<file path="src/emgrms_pkg.sv">
// ----------------------------------------------------------------------------
// EMG window RMS alert package
// Widths, register indexes and reset values shared by the block and its
// checker.
// ----------------------------------------------------------------------------
package emgrms_pkg;

   localparam int SAMPLE_W  = 12;
   localparam int RUN_W     = 16;
   localparam int RUNS_W    = 8;
   localparam int CSR_IDX_W = 8;
   localparam int CSR_DAT_W = 12;
   localparam int REQ_DAT_W = 16;
   localparam int RSP_DAT_W = 32;

   localparam logic [RUN_W-1:0] RUN_MAX = {RUN_W{1'b1}};

   localparam logic [CSR_IDX_W-1:0] REG_BIAS_LEVEL      = 8'd0;
   localparam logic [CSR_IDX_W-1:0] REG_ALERT_THRESHOLD = 8'd1;
   localparam logic [CSR_IDX_W-1:0] REG_RUNS_TO_ALERT   = 8'd2;

   localparam logic [SAMPLE_W-1:0] BIAS_RESET      = 12'd2048;
   localparam logic [SAMPLE_W-1:0] THRESHOLD_RESET = 12'd500;
   localparam logic [RUNS_W-1:0]   RUNS_RESET      = 8'd5;

   // Bit positions of the result fields inside rsp_tdata.
   localparam int RSP_RUN_LSB   = SAMPLE_W;
   localparam int RSP_ALERT_BIT = SAMPLE_W + RUN_W;

endpackage

</file>
<file path="src/emg_window_rms_alert_top.sv">
// ----------------------------------------------------------------------------
// EMG window RMS alert
// Sliding-window RMS of rectified converter samples with a run counter and a
// sticky over-level alert.
// ----------------------------------------------------------------------------
// Each request carries one 12-bit sample. It is rectified around bias_level,
// stored in a WINDOW_LEN-entry circular memory, and its square is added to an
// exact running sum (the oldest square leaves once the window is full). The
// first WINDOW_LEN requests after reset give no response; every later request
// gives one response with floor(sqrt(sum / WINDOW_LEN)), the run of results at
// or above alert_threshold, and the sticky alert. A request is accepted in the
// idle state and then passes through the memory read, the removal and the
// addition of a square through the shared 12x12 multiplier, the bit-serial
// square root (one result bit per cycle, testing r*r*WINDOW_LEN against the
// sum, so no divider is needed) and the forming of the response, after which
// req_tready returns. While the window fills, no square root runs and the
// request returns to idle after the addition. A response that has not been
// taken holds the block in its output state. The window memory needs no
// clearing pass after reset. Configuration writes are always ready and are
// meant for idle periods.
module emg_window_rms_alert_top #(
   parameter int WINDOW_LEN = 128
) (
   input  logic                                 clock,
   input  logic                                 reset,
   // Request stream; req_tdata: [11:0] raw_sample, [15:12] zero.
   input  logic                                 req_tvalid,
   output logic                                 req_tready,
   input  logic [emgrms_pkg::REQ_DAT_W-1:0]     req_tdata,
   // Response stream; rsp_tdata: [11:0] rms_level, [27:12] over_run,
   // [28] alert, [31:29] zero.
   output logic                                 rsp_tvalid,
   input  logic                                 rsp_tready,
   output logic [emgrms_pkg::RSP_DAT_W-1:0]     rsp_tdata,
   // Configuration writes.
   input  logic                                 csr_valid,
   output logic                                 csr_ready,
   input  logic [emgrms_pkg::CSR_IDX_W-1:0]     csr_index,
   input  logic [emgrms_pkg::CSR_DAT_W-1:0]     csr_data
);

   localparam int SW     = emgrms_pkg::SAMPLE_W;
   localparam int SLOT_W = (WINDOW_LEN > 1) ? $clog2(WINDOW_LEN) : 1;
   localparam int FILL_W = $clog2(WINDOW_LEN + 1);
   localparam int SUM_W  = 2 * SW + SLOT_W;
   localparam int TERM_W = SUM_W + 2;
   localparam int PROD_W = 2 * SW;
   localparam int BIT_W  = $clog2(SW);

   typedef enum logic [2:0] {
      ST_IDLE,
      ST_LOAD,
      ST_SUB,
      ST_ADD,
      ST_ROOT,
      ST_OUT
   } state_type;

   state_type state_ff, state_in;

   logic [SW-1:0]                     bias_ff, bias_in;
   logic [SW-1:0]                     thr_ff, thr_in;
   logic [emgrms_pkg::RUNS_W-1:0]     runs_ff, runs_in;

   logic [SW-1:0]                     raw_ff, raw_in;
   logic [SW-1:0]                     rect_ff, rect_in;
   logic [SW-1:0]                     rd_ff;
   logic [SLOT_W-1:0]                 slot_ff, slot_in;
   logic [FILL_W-1:0]                 fill_ff, fill_in;
   logic [SUM_W-1:0]                  sum_ff, sum_in;

   logic [TERM_W-1:0]                 sq_ff, sq_in;
   logic [TERM_W-1:0]                 t_ff, t_in;
   logic [TERM_W-1:0]                 wk_ff, wk_in;
   logic [SW-1:0]                     root_ff, root_in;
   logic [BIT_W-1:0]                  bit_ff, bit_in;

   logic [emgrms_pkg::RUN_W-1:0]      run_ff, run_in;
   logic                              alert_ff, alert_in;
   logic                              rsp_valid_ff, rsp_valid_in;
   logic [emgrms_pkg::RSP_DAT_W-1:0]  rsp_data_ff, rsp_data_in;

   logic [SW-1:0]                     mem [WINDOW_LEN];

   logic                              full;
   logic [SW-1:0]                     mul_a;
   logic [PROD_W-1:0]                 prod;
   logic [TERM_W-1:0]                 cand;
   logic                              fits;
   logic                              over;
   logic [emgrms_pkg::RUN_W-1:0]      run_next;
   logic                              alert_next;

   assign req_tready = (state_ff == ST_IDLE);
   assign rsp_tvalid = rsp_valid_ff;
   assign rsp_tdata  = rsp_data_ff;
   assign csr_ready  = 1'b1;

   assign full = (fill_ff == FILL_W'(WINDOW_LEN));

   // The one multiplier squares the departing sample, then the new one.
   assign mul_a = (state_ff == ST_SUB) ? rd_ff : rect_ff;
   assign prod  = PROD_W'(mul_a) * PROD_W'(mul_a);

   // Root step: (r + b)^2 * W = r^2*W + (r*W << (k+1)) + (W << 2k).
   assign cand = sq_ff + t_ff + wk_ff;
   assign fits = (cand <= TERM_W'(sum_ff));

   assign over     = (root_ff >= thr_ff);
   assign run_next = !over ? '0 : (run_ff == emgrms_pkg::RUN_MAX) ? run_ff
                                                                  : run_ff + 1'b1;
   assign alert_next = alert_ff
                     | (over && (run_next >= emgrms_pkg::RUN_W'(runs_ff)));

   always_comb begin
      state_in     = state_ff;
      bias_in      = bias_ff;
      thr_in       = thr_ff;
      runs_in      = runs_ff;
      raw_in       = raw_ff;
      rect_in      = rect_ff;
      slot_in      = slot_ff;
      fill_in      = fill_ff;
      sum_in       = sum_ff;
      sq_in        = sq_ff;
      t_in         = t_ff;
      wk_in        = wk_ff;
      root_in      = root_ff;
      bit_in       = bit_ff;
      run_in       = run_ff;
      alert_in     = alert_ff;
      rsp_valid_in = rsp_valid_ff;
      rsp_data_in  = rsp_data_ff;

      if (rsp_valid_ff && rsp_tready) begin
         rsp_valid_in = 1'b0;
      end

      if (csr_valid) begin
         unique case (csr_index)
            emgrms_pkg::REG_BIAS_LEVEL:      bias_in = csr_data;
            emgrms_pkg::REG_ALERT_THRESHOLD: thr_in  = csr_data;
            emgrms_pkg::REG_RUNS_TO_ALERT:   runs_in = csr_data[emgrms_pkg::RUNS_W-1:0];
            default: ;
         endcase
      end

      unique case (state_ff)
         ST_IDLE: begin
            if (req_tvalid) begin
               raw_in   = req_tdata[SW-1:0];
               state_in = ST_LOAD;
            end
         end
         ST_LOAD: begin
            rect_in  = (raw_ff >= bias_ff) ? raw_ff - bias_ff : bias_ff - raw_ff;
            state_in = ST_SUB;
         end
         ST_SUB: begin
            if (full) begin
               sum_in = sum_ff - SUM_W'(prod);
            end
            state_in = ST_ADD;
         end
         ST_ADD: begin
            sum_in  = sum_ff + SUM_W'(prod);
            slot_in = (slot_ff == SLOT_W'(WINDOW_LEN - 1)) ? '0 : slot_ff + 1'b1;
            sq_in   = '0;
            t_in    = '0;
            wk_in   = TERM_W'(WINDOW_LEN) << (2 * (SW - 1));
            root_in = '0;
            bit_in  = BIT_W'(SW - 1);
            if (full) begin
               state_in = ST_ROOT;
            end else begin
               fill_in  = fill_ff + 1'b1;
               state_in = ST_IDLE;
            end
         end
         ST_ROOT: begin
            if (fits) begin
               sq_in            = cand;
               root_in[bit_ff]  = 1'b1;
               t_in             = (t_ff + (wk_ff << 1)) >> 1;
            end else begin
               t_in = t_ff >> 1;
            end
            wk_in  = wk_ff >> 2;
            bit_in = bit_ff - 1'b1;
            if (bit_ff == '0) begin
               state_in = ST_OUT;
            end
         end
         ST_OUT: begin
            if (!rsp_valid_ff || rsp_tready) begin
               run_in       = run_next;
               alert_in     = alert_next;
               rsp_valid_in = 1'b1;
               rsp_data_in  = {3'b000, alert_next, run_next, root_ff};
               state_in     = ST_IDLE;
            end
         end
         default: state_in = ST_IDLE;
      endcase
   end

   always_ff @(posedge clock) begin
      if (reset) begin
         state_ff     <= ST_IDLE;
         bias_ff      <= emgrms_pkg::BIAS_RESET;
         thr_ff       <= emgrms_pkg::THRESHOLD_RESET;
         runs_ff      <= emgrms_pkg::RUNS_RESET;
         slot_ff      <= '0;
         fill_ff      <= '0;
         sum_ff       <= '0;
         run_ff       <= '0;
         alert_ff     <= 1'b0;
         rsp_valid_ff <= 1'b0;
      end else begin
         state_ff     <= state_in;
         bias_ff      <= bias_in;
         thr_ff       <= thr_in;
         runs_ff      <= runs_in;
         slot_ff      <= slot_in;
         fill_ff      <= fill_in;
         sum_ff       <= sum_in;
         run_ff       <= run_in;
         alert_ff     <= alert_in;
         rsp_valid_ff <= rsp_valid_in;
      end
      raw_ff      <= raw_in;
      rect_ff     <= rect_in;
      sq_ff       <= sq_in;
      t_ff        <= t_in;
      wk_ff       <= wk_in;
      root_ff     <= root_in;
      bit_ff      <= bit_in;
      rsp_data_ff <= rsp_data_in;
   end

   // Window memory: read the departing sample while the new one is rectified,
   // then overwrite that slot.
   always_ff @(posedge clock) begin
      if (state_ff == ST_LOAD) begin
         rd_ff <= mem[slot_ff];
      end
      if (state_ff == ST_SUB) begin
         mem[slot_ff] <= rect_ff;
      end
   end

endmodule

</file>
<file path="config.mk">
export PLATFORM = sky130hd
export DESIGN_NAME = emg_window_rms_alert_top
export DESIGN_NICKNAME = d
export VERILOG_FILES = /design/src/emgrms_pkg.sv /design/src/emg_window_rms_alert_top.sv
export SDC_FILE = /design/constraint.sdc
export NUM_CORES = 2
export LEC_CHECK = 0
export BUFFER_PORTS_ARGS = -buffer_cell sky130_fd_sc_hd__buf_2
export CAP_MARGIN = 20
export CORE_MARGIN = 8
export CORE_UTILIZATION = 60
export DETAILED_ROUTE_END_ITERATION = 16
export PLACE_DENSITY = 0.76
export SLEW_MARGIN = 20
export SYNTH_ARGS = -nofsm -noshare
export SYNTH_HDL_FRONTEND = slang
export SYNTH_SLANG_ARGS = --single-unit
</file>
<file path="constraint.sdc">
create_clock -name clock -period 10.51 [get_ports clock]
set_input_delay 0.5255 -clock clock [delete_from_list [all_inputs] [get_ports clock]]
set_output_delay 0.5255 -clock clock [all_outputs]
set_load 0.02 [all_outputs]
</file>
==> results.txt <==
Max Buffers Root-to-Sink - 3
R2R depth - 35
# rows - 131
worst hold path class - in -> reg
P&R area growth vs syn - 11.6%
HPWL after detailed placement - 118,000 µm
unrepaired setup endpoints after global routing - no
FF-to-FF setup slack - 0.89 ns
Nets - 5,813
Achievable Freq - 104 MHz
area of the die - 0.140 mm²
Seq. cell area - 0.0529 mm²
post-synthesis average cell area - 14.6 µm²
worst skew pair latency - 0.82 ns
peak supply drop - 0.953 mV
sequential area share after synthesis - 69.0%
number of flops mapped to enable cells by yosys - 1,697
final setup TNS - 0 ns
Fin. Hold Viols - 0
largest net degree at the start of global routing - 105
Final Cycle Share - 91.5%
Tmin final - 9.62 ns
slowest stage delay, CP - 0.56 ns
CP Launch Type - register
endpoint class of the critical path - register
antenna-violating nets left - 0
grt total ovfl - 0
vias in the first global route - 47,505
async set or reset register ratio after synthesis - 0%
Filler Cells Inserted - 8,369
Worst Tran Pin Value - 1.16 ns
H-tree depth - 4
TritonCTS clock tree - done
outcome - finished clean
Pre-antenna DRT Iters - 6
clock root cell - clkbuf_16
multi-input combinational cell area - 0.0219 mm²
post-route insts no fill - 7,254
global-route wire length before repair - 295,000 µm
Yosys reg bits - 1,796
clock sink total - 1,796
gr usage total - 27.6%
Top Ports - 76
Crit Path Max Fanout - 11
gp weighted congestion - 0.868
wire length per cell - 27.1 µm
layout cell share with drive strength beyond 1 - 10.7%
Slew Viols, Final - 0
Netlist Area Pre-Place - 0.0767 mm²
skew final - 0.0330 ns
cts bufs inserted - 170
CP startpoint - state_ff[1]
drt initial violations - 6,360
Unique masters post-synth - 79
vias per cell - 6.66
Syn Inst Count - 5,257
Syn. warnings - 0
max_cap viols - 0
Reg-to-Reg End - sum_ff[30]
leakage - 29.2 nW
Initial Utilization - 60.3%
Slew HR - 22.8%
Total Wirelength - 197,000 µm
slowest CP cell - nor3b_4
pwr/cell area - 322 mW/mm²
Vias - 48,304
Die Span Y - 374 µm
worst flop-to-flop path startpoint - state_ff[1]
Worst setup endpoint - sum_ff[30]
Port Buffers - 67
initial antenna violation count - 2
Crit path top cell by count - fa_1
CORE AREA - 0.127 mm²
DRC viols - 0
Reg clk slew, reported paths - 0.06 ns
Final setup viols - 0
total power draw - 0.0275 W
critical path class - reg -> reg
prevailing post-synth register cell - edfxtp_1
die width - 374 µm
CP arrival - 10.33 ns
Worst Path Required - 11.21 ns
placed cells - 6,913
cell usage in the layout, fill, tap and decap left out, types with 11 or more instances in the layout:
cell / n
mux2_2: 11
nand2_1: 211
o21ai_0: 89
nor4_1: 27
nand2b_1: 24
bufinv_16: 12
a211oi_1: 34
clkbuf_1: 33
inv_1: 234
xor2_1: 56
a22o_1: 159
a22oi_1: 451
buf_4: 206
o21bai_1: 15
and2_1: 34
buf_2: 67
dlygate4sd3_1: 22
clkbuf_16: 175
clkinv_1: 45
ha_1: 230
and3_1: 36
a21o_1: 73
fa_1: 97
nand3_1: 56
a31o_2: 20
a31oi_1: 121
nor2_1: 359
a221oi_1: 164
a21oi_1: 168
dfxtp_1: 97
nor3_1: 26
mux2i_1: 51
nand4_1: 102
nor2b_1: 29
xnor2_1: 95
clkinv_2: 29
edfxtp_1: 1697
o211ai_1: 31
synthesized netlist by cell type, types with 99 or more instances:
| cell | instances | area share (%) |
|---|---|---|
| a21oi_1 | 168 | 1.1 |
| a221oi_1 | 164 | 1.9 |
| a22o_1 | 159 | 1.8 |
| a22oi_1 | 451 | 4.4 |
| a31oi_1 | 121 | 0.99 |
| clkbuf_1 | 204 | 1.0 |
| dfxtp_1 | 99 | 2.6 |
| edfxtp_1 | 1697 | 66 |
| ha_1 | 230 | 3.8 |
| inv_1 | 234 | 1.1 |
| nand2_1 | 214 | 1.0 |
| nand4_1 | 102 | 0.83 |
| nor2_1 | 369 | 1.8 |
final cells by class:
type	instances	share of cell area, %
Sequential cell	1796	61.8
Multi-Input combinational cell	2935	25.6
Clock buffer	214	5.34
Timing Repair Buffer	305	2.69
Tap cell	1662	2.43
Clock inverter	104	1.08
Inverter	237	1.04
Antenna cell	1	0.00292
routing by layer:
layer | global-route usage (%) | part of all wire (%) | wire (µm) | vias to the layer above
li1 | - | - | - | 21016
met3 | 6.27 | 12 | 23000 | 491
met2 | 44.3 | 47 | 92800 | 2972
met5 | 0 | 0.014 | 27 | -
met1 | 36.6 | 37 | 72700 | 23821
met4 | 11.4 | 4.3 | 8450 | 4
what timing repair did:
action / 4_1_cts / 5_1_grt
gates resized for setup: 0 / 0
buffers inserted: 0 / 0
endpoints found under the hold margin: 30 / 0
hold buffers: 22 / 0
cells by family after synthesis:
logic type | count (synthesis) | synth area share, %
AO/OA/AOI/OAI | 1418 | 13.5
XOR/XNOR | 151 | 1.72
adder cells (fa/ha/maj) | 327 | 6.28
buffers and inverters | 528 | 2.62
flip-flops | 1796 | 69.0
multiplexers | 62 | 0.827
other | 2 | 0.00979
AND/OR/NAND/NOR | 973 | 6.02
critical path, delay by kind of cell, from the launching register on:
kind	cells	cell delay, ns
and+or+nand+nor	11	2.11
muxes	1	0.41
adders and majority gates	7	3.14
DFF	1	0.55
buffers and inverters	6	0.68
AOI/OAI and AO/OA	7	2.01
xor gates and xnor gates	3	0.61
how the worst min path moves through the flow:
stage	cells after the start	from	end	slack (ns)
6_report	3	csr_data[1]	thr_ff[1]	0.04
5_1_grt	3	csr_data[1]	bias_ff[1]	0.02
4_1_cts	3	csr_data[1]	thr_ff[1]	0.0005
3_5_place_dp	0	root_ff[0]	rsp_tdata[0]	0.44
3_3_place_gp	0	root_ff[0]	rsp_tdata[0]	0.44
2_1_floorplan	0	root_ff[0]	rsp_tdata[0]	0.43
state kept, by name (all words and copies together), names as in the netlist, 15 cells and up:
| name | count |
|---|---|
| sq_ff | 33 |
| sum_ff | 31 |
| run_ff | 16 |
| rsp_tdata | 29 |
| wk_ff | 15 |
| t_ff | 32 |
| mem | 1536 |
stage by stage:
step | setup WS, ns | utilization (%) | area, µm² | hold slack (ns)
after global placement | 1.09 | 62.8 | 79900 | 0.438
after floorplan | 0.960 | - | 76700 | 0.426
after detailed placement | 1.00 | 62.8 | 79900 | 0.440
final | 0.888 | 67.3 | 85600 | 0.0421
after CTS | 0.963 | 67.3 | 85600 | 0.000534
after global routing | 0.211 | 67.3 | 85600 | 0.0244
where the power goes:
part / internal [W] / total [W] / switching [W]
logic: 0.00527 / 0.0132 / 0.00788
registers: 0.00821 / 0.00832 / 0.000108
clock network: 0.00339 / 0.00605 / 0.00266
total: 0.0169 / 0.0275 / 0.0106
Note: power is estimated with default switching activity, not from simulation.
